<file path="config.mk">
export PLATFORM = sky130hd
export DESIGN_NAME = lru_key_value_cache
export DESIGN_NICKNAME = d
export VERILOG_FILES = /design/src/rtl/lkv_pkg.sv /design/src/rtl/lkv_in_reg.sv /design/src/rtl/lkv_store.sv /design/src/rtl/lru_key_value_cache.sv
export SDC_FILE = /design/constraint.sdc
export NUM_CORES = 2
export LEC_CHECK = 0
export BUFFER_PORTS_ARGS = -buffer_cell sky130_fd_sc_hd__clkbuf_2
export CAP_MARGIN = 0
export CORE_ASPECT_RATIO = 1.1
export CORE_MARGIN = 2
export CORE_UTILIZATION = 50
export DETAILED_ROUTE_END_ITERATION = 7
export PLACE_DENSITY_LB_ADDON = 0.1
export SLEW_MARGIN = 15
export SYNTH_ARGS = -nofsm -noshare
export SYNTH_HDL_FRONTEND = slang
export SYNTH_SLANG_ARGS = --single-unit
</file>
<file path="constraint.sdc">
create_clock -name clk_i -period 9.5 [get_ports clk_i]
set_input_delay 0.95 -clock clk_i [delete_from_list [all_inputs] [get_ports clk_i]]
set_output_delay 0.95 -clock clk_i [all_outputs]
set_load 0.03 [all_outputs]
</file>
<file path="src/rtl/lkv_pkg.sv">
// lkv_pkg: shared types and constants of the lru key-value cache
// request and response structs, command codes and parameter defaults
// no dependencies
`timescale 1ns / 1ps

package lkv_pkg;

  localparam int unsigned DEF_ENTRIES    = 16;
  localparam int unsigned DEF_KEY_BITS   = 32;
  localparam int unsigned DEF_VALUE_BITS = 32;

  // width of the key and value fields on the ports
  localparam int unsigned FIELD_BITS = 32;

  typedef enum logic [1:0] {
    CMD_INSERT = 2'd0,
    CMD_GET    = 2'd1,
    CMD_REMOVE = 2'd2
  } cmd_e;

  localparam logic STATUS_OK   = 1'b0;
  localparam logic STATUS_MISS = 1'b1;

  typedef struct packed {
    logic [1:0]            cmd;
    logic [FIELD_BITS-1:0] key;
    logic [FIELD_BITS-1:0] value;
  } req_t;

  typedef struct packed {
    logic                  status;
    logic [FIELD_BITS-1:0] read_value;
    logic                  evicted;
    logic [FIELD_BITS-1:0] evicted_key;
  } rsp_t;

endpackage

</file>
<file path="src/rtl/lkv_in_reg.sv">
// lkv_in_reg: input register stage of the lru key-value cache
// holds one request until the store takes it; uses lkv_pkg
`timescale 1ns / 1ps

module lkv_in_reg (
  input  logic          clk_i,
  input  logic          rst_ni,
  input  logic          in_valid_i,
  output logic          in_ready_o,
  input  lkv_pkg::req_t in_req_i,
  input  logic          take_i,
  output logic          valid_o,
  output lkv_pkg::req_t req_o
);

  logic          valid_q, valid_d;
  lkv_pkg::req_t req_q;

  assign in_ready_o = !valid_q || take_i;

  always_comb begin
    valid_d = valid_q;
    if (in_ready_o) begin
      valid_d = in_valid_i;
    end
  end

  always_ff @(posedge clk_i or negedge rst_ni) begin
    if (!rst_ni) begin
      valid_q <= 1'b0;
    end else begin
      valid_q <= valid_d;
    end
  end

  always_ff @(posedge clk_i) begin
    if (in_ready_o && in_valid_i) begin
      req_q <= in_req_i;
    end
  end

  assign valid_o = valid_q;
  assign req_o   = req_q;

endmodule

</file>
<file path="src/rtl/lkv_store.sv">
// lkv_store: entry arrays, parallel key match, recency ranks and update
// produces the response of the held request combinationally; uses lkv_pkg
`timescale 1ns / 1ps

module lkv_store #(
  parameter int unsigned ENTRIES    = lkv_pkg::DEF_ENTRIES,
  parameter int unsigned KEY_BITS   = lkv_pkg::DEF_KEY_BITS,
  parameter int unsigned VALUE_BITS = lkv_pkg::DEF_VALUE_BITS
) (
  input  logic          clk_i,
  input  logic          rst_ni,
  input  logic          fire_i,
  input  lkv_pkg::req_t req_i,
  output lkv_pkg::rsp_t rsp_o
);

  localparam int unsigned FB        = lkv_pkg::FIELD_BITS;
  localparam int unsigned RANK_BITS = $clog2(ENTRIES);
  localparam int unsigned CNT_BITS  = $clog2(ENTRIES + 1);
  localparam int unsigned KW        = (KEY_BITS > FB) ? KEY_BITS : FB;
  localparam int unsigned VW        = (VALUE_BITS > FB) ? VALUE_BITS : FB;

  logic [ENTRIES-1:0]    valid_q, valid_d;
  logic [RANK_BITS-1:0]  rank_q [ENTRIES];
  logic [RANK_BITS-1:0]  rank_d [ENTRIES];
  logic [KEY_BITS-1:0]   key_q  [ENTRIES];
  logic [VALUE_BITS-1:0] value_q [ENTRIES];
  logic [CNT_BITS-1:0]   count_q, count_d;

  logic [KW-1:0]         key_in_ext;
  logic [VW-1:0]         value_in_ext;
  logic [KEY_BITS-1:0]   k;
  logic [VALUE_BITS-1:0] v;
  logic [CNT_BITS-1:0]   cnt_m1;

  logic [ENTRIES-1:0]    hit_oh, lru_oh, free_oh, sel_oh, write_oh;
  logic                  any_hit, full, empty;
  logic [RANK_BITS-1:0]  hit_rank;
  logic [VALUE_BITS-1:0] hit_value;
  logic [KEY_BITS-1:0]   lru_key;
  logic [KW-1:0]         lru_key_ext;
  logic [VW-1:0]         hit_value_ext;

  assign key_in_ext   = KW'(req_i.key);
  assign value_in_ext = VW'(req_i.value);
  assign k            = key_in_ext[KEY_BITS-1:0];
  assign v            = value_in_ext[VALUE_BITS-1:0];
  assign cnt_m1       = count_q - CNT_BITS'(1);
  assign full         = (count_q == CNT_BITS'(ENTRIES));
  assign empty        = (count_q == '0);

  // lowest clear bit of the valid vector
  assign free_oh = ~valid_q & (valid_q + ENTRIES'(1));

  always_comb begin
    for (int i = 0; i < ENTRIES; i++) begin
      hit_oh[i] = valid_q[i] && (key_q[i] == k);
      // the least recent entry carries the rank count-1
      lru_oh[i] = valid_q[i] && (rank_q[i] == cnt_m1[RANK_BITS-1:0]);
    end
  end

  assign any_hit = |hit_oh;

  // and-or selection over the one-hot vectors
  always_comb begin
    hit_rank  = '0;
    hit_value = '0;
    lru_key   = '0;
    for (int i = 0; i < ENTRIES; i++) begin
      hit_rank  = hit_rank  | (rank_q[i]  & {RANK_BITS{hit_oh[i]}});
      hit_value = hit_value | (value_q[i] & {VALUE_BITS{hit_oh[i]}});
      lru_key   = lru_key   | (key_q[i]   & {KEY_BITS{lru_oh[i]}});
    end
  end

  assign sel_oh        = any_hit ? hit_oh : (full ? lru_oh : free_oh);
  assign lru_key_ext   = KW'(lru_key);
  assign hit_value_ext = VW'(hit_value);

  always_comb begin
    valid_d  = valid_q;
    count_d  = count_q;
    rank_d   = rank_q;
    write_oh = '0;
    rsp_o    = '0;
    rsp_o.status = lkv_pkg::STATUS_MISS;
    unique case (req_i.cmd)
      lkv_pkg::CMD_INSERT: begin
        rsp_o.status = lkv_pkg::STATUS_OK;
        write_oh     = sel_oh;
        if (!any_hit && full) begin
          rsp_o.evicted     = 1'b1;
          rsp_o.evicted_key = lru_key_ext[FB-1:0];
        end
        if (!any_hit && !full) begin
          count_d = count_q + CNT_BITS'(1);
        end
        for (int i = 0; i < ENTRIES; i++) begin
          if (sel_oh[i]) begin
            valid_d[i] = 1'b1;
            rank_d[i]  = '0;
          end else if (valid_q[i] && (!any_hit || rank_q[i] < hit_rank)) begin
            // the selected entry takes rank 0; on a miss all others move down, on a hit only the more recent ones
            rank_d[i] = rank_q[i] + RANK_BITS'(1);
          end
        end
      end
      lkv_pkg::CMD_GET: begin
        if (any_hit) begin
          rsp_o.status     = lkv_pkg::STATUS_OK;
          rsp_o.read_value = hit_value_ext[FB-1:0];
          for (int i = 0; i < ENTRIES; i++) begin
            if (hit_oh[i]) begin
              rank_d[i] = '0;
            end else if (valid_q[i] && rank_q[i] < hit_rank) begin
              rank_d[i] = rank_q[i] + RANK_BITS'(1);
            end
          end
        end
      end
      lkv_pkg::CMD_REMOVE: begin
        if (!empty) begin
          rsp_o.status      = lkv_pkg::STATUS_OK;
          rsp_o.evicted     = 1'b1;
          rsp_o.evicted_key = lru_key_ext[FB-1:0];
          valid_d           = valid_q & ~lru_oh;
          count_d           = count_q - CNT_BITS'(1);
        end
      end
      default: begin
      end
    endcase
  end

  always_ff @(posedge clk_i or negedge rst_ni) begin
    if (!rst_ni) begin
      valid_q <= '0;
      count_q <= '0;
      for (int i = 0; i < ENTRIES; i++) begin
        rank_q[i] <= '0;
      end
    end else if (fire_i) begin
      valid_q <= valid_d;
      count_q <= count_d;
      rank_q  <= rank_d;
    end
  end

  always_ff @(posedge clk_i) begin
    for (int i = 0; i < ENTRIES; i++) begin
      if (fire_i && write_oh[i]) begin
        key_q[i]   <= k;
        value_q[i] <= v;
      end
    end
  end

  // fill count tracks the valid bits
  a_count_matches : assert property (@(posedge clk_i) disable iff (!rst_ni)
    int'(count_q) == $countones(valid_q))
    else $error("fill count differs from number of valid entries");

  // keys stay unique, so at most one entry matches
  a_hit_unique : assert property (@(posedge clk_i) disable iff (!rst_ni)
    $onehot0(hit_oh))
    else $error("more than one entry matches the key");

  // a non-empty store has exactly one least recent entry
  a_lru_unique : assert property (@(posedge clk_i) disable iff (!rst_ni)
    !empty |-> $onehot(lru_oh))
    else $error("recency ranks are not a permutation");

  // an insert always leaves the store non-empty
  a_insert_fills : assert property (@(posedge clk_i) disable iff (!rst_ni)
    (fire_i && req_i.cmd == lkv_pkg::CMD_INSERT) |=> !empty)
    else $error("store empty after insert");

endmodule

</file>
<file path="src/rtl/lru_key_value_cache.sv">
// lru_key_value_cache: fully associative key-value cache with lru order
// a request is held in the input register, its response in the result register
// throughput: one request per cycle unless the output stalls, set by the
// combinational parallel key compare and rank update of all lkv_store entries
// reset: valid bits, ranks and fill count clear at once, no clearing pass
`timescale 1ns / 1ps

module lru_key_value_cache #(
  parameter int unsigned ENTRIES    = lkv_pkg::DEF_ENTRIES,
  parameter int unsigned KEY_BITS   = lkv_pkg::DEF_KEY_BITS,
  parameter int unsigned VALUE_BITS = lkv_pkg::DEF_VALUE_BITS
) (
  input  logic          clk_i,
  input  logic          rst_ni,
  input  logic          in_valid_i,
  output logic          in_ready_o,
  input  lkv_pkg::req_t in_req_i,
  output logic          out_valid_o,
  input  logic          out_ready_i,
  output lkv_pkg::rsp_t out_rsp_o
);

  logic          stage_valid;
  lkv_pkg::req_t stage_req;
  logic          advance;
  lkv_pkg::rsp_t rsp;
  logic          out_valid_q, out_valid_d;
  lkv_pkg::rsp_t out_rsp_q;

  // the held request moves on whenever the result register is free
  assign advance = stage_valid && (!out_valid_q || out_ready_i);

  lkv_in_reg u_in_reg (
    .clk_i      (clk_i),
    .rst_ni     (rst_ni),
    .in_valid_i (in_valid_i),
    .in_ready_o (in_ready_o),
    .in_req_i   (in_req_i),
    .take_i     (advance),
    .valid_o    (stage_valid),
    .req_o      (stage_req)
  );

  lkv_store #(
    .ENTRIES    (ENTRIES),
    .KEY_BITS   (KEY_BITS),
    .VALUE_BITS (VALUE_BITS)
  ) u_store (
    .clk_i  (clk_i),
    .rst_ni (rst_ni),
    .fire_i (advance),
    .req_i  (stage_req),
    .rsp_o  (rsp)
  );

  always_comb begin
    out_valid_d = out_valid_q;
    if (advance) begin
      out_valid_d = 1'b1;
    end else if (out_ready_i) begin
      out_valid_d = 1'b0;
    end
  end

  always_ff @(posedge clk_i or negedge rst_ni) begin
    if (!rst_ni) begin
      out_valid_q <= 1'b0;
    end else begin
      out_valid_q <= out_valid_d;
    end
  end

  always_ff @(posedge clk_i) begin
    if (advance) begin
      out_rsp_q <= rsp;
    end
  end

  assign out_valid_o = out_valid_q;
  assign out_rsp_o   = out_rsp_q;

endmodule

</file>
# Word-level counts from Yosys, hierarchy flattened

Memory sizes are Yosys's and may differ from the RTL's.
Cells that the tools add are included.

Memories kept: 2
Word-level logic and storage cells: 538
RAM bits: 1024
Input port bits: 70
Flip-flop bits (word level): 219

Muxes and demuxes: 130
Reduce and logical (&&, ||, !) cells: 146
Equality and inequality tests: 86
Magnitude comparators: 16
Bitwise operators: 97
$add $sub $neg: 19

Memories:

| name            | depth | bits a word | rd ports | clocked after Yosys merged registers in | write ports | RTL line        | text |
|---|---|---|---|---|---|---|---|
| u_store.key_q   | 16    | 32          | 16       | 0                                       | 16          | lkv_store.sv:26 | `logic [KEY_BITS-1:0] key_q [ENTRIES];` |
| u_store.value_q | 16    | 32          | 16       | 0                                       | 16          | lkv_store.sv:27 | `logic [VALUE_BITS-1:0] value_q [ENTRIES];` |

Operators with widths:

| kind                  | number |
|---|---|
| $and A32 B32 Y32      | 32 |
| $or A32 B32 Y32       | 30 |
| $eq A32 B32 Y1        | 16 |
| $mux W4               | 64 |
| $pmux W64 S2          | 1 |
| $mux W33              | 3 |
| $ne A3 B1 Y1 const B  | 32 |
| $logic_and A1 B1 Y1   | 84 |
| $reduce_and A5 Y1     | 16 |
| $reduce_and A4 Y1     | 17 |
| $pmux W33 S2          | 1 |
| $add A4 B1 Y4 const B | 16 |
| $and A4 B4 Y4         | 16 |
| $eq A4 B4 Y1          | 16 |
| $lt A4 B4 Y1          | 16 |
| $mux W16              | 4 |
| $mux W64              | 1 |
| $or A4 B4 Y4          | 15 |
| $mux W1               | 51 |
| $ne A2 B1 Y1 const B  | 18 |
| $and A16 B16 Y16      | 2 |
| $not A16 Y16          | 2 |
| $pmux W16 S2          | 1 |
| $logic_or A1 B1 Y1    | 18 |
| other kinds (16)      | 22 |

# Depth between registers and ports, before layout

Depth after elaboration: 24
Mapped depth: 19

# Hierarchy

A second synthesis with hierarchy kept.

Cells, all modules: 3887
Area total of the unflattened synthesis: 55518.2 um^2

By module, submodules not included:

| module              | times used | area an instance (um^2) | cells each | seq. area each (um^2) |
|---|---|---|---|---|
| lkv_store           | 1          | 51456.9                 | 3747       | 32876.5 |
| lkv_in_reg          | 1          | 2035.7                  | 70         | 2006.9 |
| lru_key_value_cache | 1          | 2025.7                  | 70         | 2006.9 |

# Least setup slack after synthesis

Ideal clock, no wire load.

Kind: register to register
Start: register u_store.count_q[0]
End: memory u_store.key_q[1][0] (netlist name), enable pin
Clock period less this slack: 7.150 ns
Slack: 2.350 ns
Stages on the path, launching flop included: 14
Arrival time: 6.641 ns
Library setup time: 0.509 ns
Path through: dfrtp_1 clkbuf_1 buf_1 inv_1 ha_1 xnor2_1 buf_2 xnor2_1 nor4_1 and2_1 clkbuf_1 a22o_1 nand2_1 a21oi_1

RTL lines:

| element                | RTL line         | text |
|---|---|---|
| start, declared        | lkv_store.sv:28  | `logic [CNT_BITS-1:0] count_q, count_d;` |
| start signal, assigned | lkv_store.sv:145 | `count_q <= count_d;` |
| end, declared          | lkv_store.sv:26  |  |

# Final worst setup path

Start: register u_in_reg.req_q (netlist bit u_in_reg.req_o[51])
End: register u_store.rank_q[44] (netlist name)

Longest elaborated chain between the ends: 23
Elaborated cells on any way between the ends: 78
Classes of those cells: order compare: 1; eq/ne: 19; mux: 5; bitwise: 31; reduce/logical: 22

RTL lines:

| element                     | RTL line                           | text |
|---|---|---|
| start, declared             | lkv_in_reg.sv:17                   | `lkv_pkg::req_t req_q;` |
| start signal, assigned      | lkv_in_reg.sv:38                   | `req_q <= in_req_i;` |
| $eq A32 B32 Y1              | lkv_store.sv:57                    | `hit_oh[i] = valid_q[i] && (key_q[i] == k);` |
| $logic_and A1 B1 Y1         | lkv_store.sv:57                    |  |
| $and A4 B4 Y4               | lkv_store.sv:71                    | `hit_rank = hit_rank \| (rank_q[i] & {RANK_BITS{hit_oh[i]}});` |
| $or A4 B4 Y4 (15 in series) | lkv_store.sv:71                    |  |
| $lt A4 B4 Y1                | lkv_store.sv:103, lkv_store.sv:116 |  |
| $logic_or A1 B1 Y1          | lkv_store.sv:103                   | `end else if (valid_q[i] && (!any_hit \|\| rank_q[i] < hit_rank)) begin` |
| $logic_and A1 B1 Y1         | lkv_store.sv:103                   |  |
| $ne A3 B1 Y1 (no line)      | --                                 |  |
| $reduce_and A5 Y1 (no line) | --                                 |  |
| end signal, assigned        | lkv_store.sv:146                   | `rank_q <= rank_d;` |
| end, declared               | lkv_store.sv:24                    | `logic [RANK_BITS-1:0] rank_q [ENTRIES];` |

Several ways; a longest one is shown, not always the timed one. The select of a mux whose other input is x is not followed.
A chain may end at the register's enable or synchronous reset.

==> impl_results.md <==
- Worst setup SP type: flip-flop
- Synth top area share: 61.9%
- Placeable core area: 0.111 mm^2
- Finished Core Util: 56.7%
- Path type of the worst setup path: flip-flop to flip-flop
- Synth top area cells: sky130_fd_sc_hd__edfxtp_1 62%, sky130_fd_sc_hd__xnor2_1 8.2%, sky130_fd_sc_hd__dfrtp_1 3.9%
- Final antenna-violating net count: 0
- Fraction of synthesis flops using an asynchronous set or reset pin: 7.00%
- Biggest area consumer among synthesized cells: sky130_fd_sc_hd__edfxtp_1
- Clk slew on worst S/H paths: 0.06 ns
- Final Hold Fails: 0
- Number of rows created at floorplan: 128
- Post-synth EDFFs: 1,156
- Flops & latches, synth: 1,243
- Upper clock frequency limit: 0.147 GHz
- Met1 routing resource usage after global routing: 58.2%
- Share of the yosys chip area belonging to registers: 65.8%
- First-pass GRT wire length: 318,000 um
- Total nets after synthesis: 4,061
- Via count: 40.5k
- Simple-gate portion of the synthesized area: 8.71%
- Mux contribution to synthesized area: 0.337%
- # Post-CTS Setup Buffers: 0
- Total congestion overflow: 0
- Die footprint: 0.115 mm^2
- Number of warnings printed during yosys synthesis: 0
- Critical path required time: 10.12 ns
- Average size of a mapped cell: 14.2 um^2
- Status: complete, but fails checks
- Hold Buf Count CTS: 0
- Largest fanout of any net on the critical path: 35
- Violated checks: design-rule violations
- Synthesized-area fraction occupied by xor and xnor cells: 9.15%
- Die Ht: 355 um
- Portion of the clock cycle consumed by the worst path in the final layout: 71.5%
- Share of final-layout standard cells stronger than drive strength 1: 13.3%
- Synthesized instance count: 3,956
- RD Place Congestion: 1.10
- Top Usage Layer GRT: met1
- Maximum number of pins on one net before global-route repair: 57
- Sort of element at the end of the critical path: flip-flop
- Max-Cap Viols: 0
- Routed wire length per instance: 41.2 um
- TritonCTS clock tree: done
- Number of different library cells in the post-synthesis netlist: 84
- Area growth syn-to-layout: 12.2%
- Sum of routed wire length over all layers: 236,000 um
- Area taken by multi-input logic gates: 0.0178 mm^2
- Flip-flop cell with the highest count after synthesis: sky130_fd_sc_hd__edfxtp_1
- Sequential cell area: 0.0369 mm^2
- Worst Path Arrival: 7.41 ns
- H-tree depth reported by CTS: 4
- Clock skew: 0.0433 ns
- Highest ir drop seen on vdd: 0.000231 V
- Complex-gate fraction of the synthesized area: 12.0%
- Final number of setup-violating endpoints: 0
- Total DRC errors in the routed layout: 2
- Clock Tree Root: sky130_fd_sc_hd__clkbuf_16
- Clock latency at the later pin of the worst-skew pair: 0.79 ns
- Total negative slack: 0 ns
- Static power due to leakage: 19.6 nW
- Min-Delay Path Class: input pin to asynchronous set/reset pin
- Total clock sinks: 1,243
- Crit path time final: 6.79 ns
- Number of buffers created by CTS: 134
- Effective utilization at floorplan: 50.5%
- # fillers: 9,003
- Global-route usage over all layers: 40.9%
- Max Root-Sink Buffers: 3
- Vias in the first global route: 37.0k
- DP HPWL: 158,000 um
- Adder and majority gate portion of the synthesized area: 1.06%
- Die width: 323 um
- Final Slew Violations: 0
- Transition time of the tightest slew-check pin: 1.34 ns
- Worst rel slew slack: 9.85%
- Drt first pass iters: 8
- Antenna violations before repair: 14
- RSZ-0062 raised after global routing: false
- Via-per-instance ratio: 7.08
- Met3 capacity usage during global routing: 13.9%
- Global-route met2 utilization: 56.3%
- Power density over the cells: 215 mW/mm^2
- Number of nets in the layout: 4,229
- PostCTS Resize Cnt: 0
- Number of top-level pins: 138
- Mapped cell area: 0.0561 mm^2
- Port Buffer Count: 137
- DRC marker count from the first detailed-route iteration: 7,466
- Combinational family with the most area after synthesis: compound AO/OA/AOI/OAI gates
## metrics by stage
stage	total power, W	area (um^2)	std cells	hold WS (ns)	setup WS, ns
after global routing	0.0138	62900	5724	0.125	2.53
after detailed placement	0.00840	58600	5483	0.496	2.92
after global placement	0.00838	58600	5483	0.483	3.02
after CTS	0.0135	62900	5724	0.0800	2.94
final	0.0135	62900	5726	0.0935	2.71
after floorplan	0.00759	56100	3956	0.457	2.35
## Yosys cell counts (19+ instances only)
cell type and count:
sky130_fd_sc_hd__a21oi_1 62, sky130_fd_sc_hd__a221oi_1 184, sky130_fd_sc_hd__a22o_1 188, sky130_fd_sc_hd__a22oi_1 155, sky130_fd_sc_hd__a31oi_1 75, sky130_fd_sc_hd__and2_1 28, sky130_fd_sc_hd__and3_1 86, sky130_fd_sc_hd__buf_1 30
sky130_fd_sc_hd__buf_4 31, sky130_fd_sc_hd__buf_6 36, sky130_fd_sc_hd__clkbuf_1 135, sky130_fd_sc_hd__dfrtp_1 87, sky130_fd_sc_hd__edfxtp_1 1156, sky130_fd_sc_hd__ha_1 35, sky130_fd_sc_hd__inv_1 68, sky130_fd_sc_hd__nand2_1 126
sky130_fd_sc_hd__nand3_1 66, sky130_fd_sc_hd__nand4_1 248, sky130_fd_sc_hd__nor2_1 126, sky130_fd_sc_hd__nor3_1 36, sky130_fd_sc_hd__nor4_1 66, sky130_fd_sc_hd__o21ai_0 46, sky130_fd_sc_hd__o41ai_1 19, sky130_fd_sc_hd__xnor2_1 523
sky130_fd_sc_hd__xor2_1 63
## cell families after synthesis
group           count (synthesis)
fa+ha+maj                      50
xor+xnor                      586
compound gates                870
buf+inv                       320
flops                        1243
simple gates                  869
mux                            18
## report_power, final
group	switching [W]	leakage [nW]	internal, W
sequential	0.000353	11.5	0.00617
combinational	0.00123	6.04	0.000614
clock	0.00225	2.08	0.00290
## path summary, 6_finish.rpt
check | slack, ns | cells after the start | startpoint | endpoint
hold / removal | 0.09 | 1 | rst_ni | u_store.rank_q[27]
setup reg to reg | 2.71 | 16 | u_in_reg.req_o[51] | u_store.rank_q[44]
hold reg to reg | 0.51 | 1 | u_in_reg.valid_o | out_valid_o
setup / recovery | 2.71 | 16 | u_in_reg.req_o[51] | u_store.rank_q[44]
min in group clk_i | 0.34 | 1 | in_req_i[28] | u_in_reg.req_o[28]
max in group asynchronous | 8.18 | 2 | rst_ni | u_store.valid_q[13]
## worst max-delay path, cell delays in order (launching register included)
cell and delay [ns]:
sky130_fd_sc_hd__edfxtp_1 0.36, sky130_fd_sc_hd__buf_4 0.27, sky130_fd_sc_hd__xnor2_1 0.97, sky130_fd_sc_hd__nand4_1 0.51, sky130_fd_sc_hd__nor4bb_1 1.15, sky130_fd_sc_hd__and3_2 0.35
sky130_fd_sc_hd__buf_4 0.57, sky130_fd_sc_hd__a221oi_1 0.24, sky130_fd_sc_hd__nand3_1 0.15, sky130_fd_sc_hd__nor2_1 0.15, sky130_fd_sc_hd__buf_4 0.25, sky130_fd_sc_hd__ha_1 0.31
sky130_fd_sc_hd__a311o_1 0.16, sky130_fd_sc_hd__a21oi_1 0.04, sky130_fd_sc_hd__o41ai_1 0.74, sky130_fd_sc_hd__nand2b_1 0.23, sky130_fd_sc_hd__o21ai_0 0.10
## per-layer routing
layer | wire, um | vias up | share of wire (%)
li1 | - | 16100 | -
met5 | 40 | - | 0.017
met2 | 96700 | 3171 | 41
met1 | 93400 | 20700 | 40
met3 | 32600 | 618 | 14
met4 | 13200 | 6 | 5.6
## registers in the layout, indices dropped and copies added (netlist names)
register / flops
u_store.rank_q: 64
u_store.value_q: 512
out_valid_o: 1
u_store.count_q: 5
u_store.key_q: 512
u_in_reg.valid_o: 1
out_rsp_o: 66
u_in_reg.req_o: 66
u_store.valid_q: 16
## placed cells by master (no fill, tap or decap), drive strengths merged, types with 8 or more instances in the layout
master,n
o2bb2ai,12
dfrtp,87
clkbuf,304
a22o,188
o22ai,16
and3,86
buf,146
maj3,15
nand4b,8
a221oi,185
nor4,72
a21o,16
nand2b,17
a31oi,75
a22oi,155
and2,28
a21oi,63
or4,15
o41ai,19
ha,35
nor2,129
inv,73
nand3,66
nand4,249
nand2,126
nor3,38
xor2,63
clkinv,62
o21ai,57
xnor2,523
o31ai,12
edfxtp,1156
o2111ai,19
mux2i,11
## final cells by class
type                            instances  area share (%)
Clock buffer                          168            5.72
Sequential cell                      1243            58.7
Inverter                               70           0.422
Timing Repair Buffer                  282            2.83
Tap cell                             1495            2.97
Clock inverter                         73            1.05
Antenna cell                            2         0.00796
Multi-Input combinational cell       2393            28.3
Note: power is estimated with default switching activity, not from simulation.
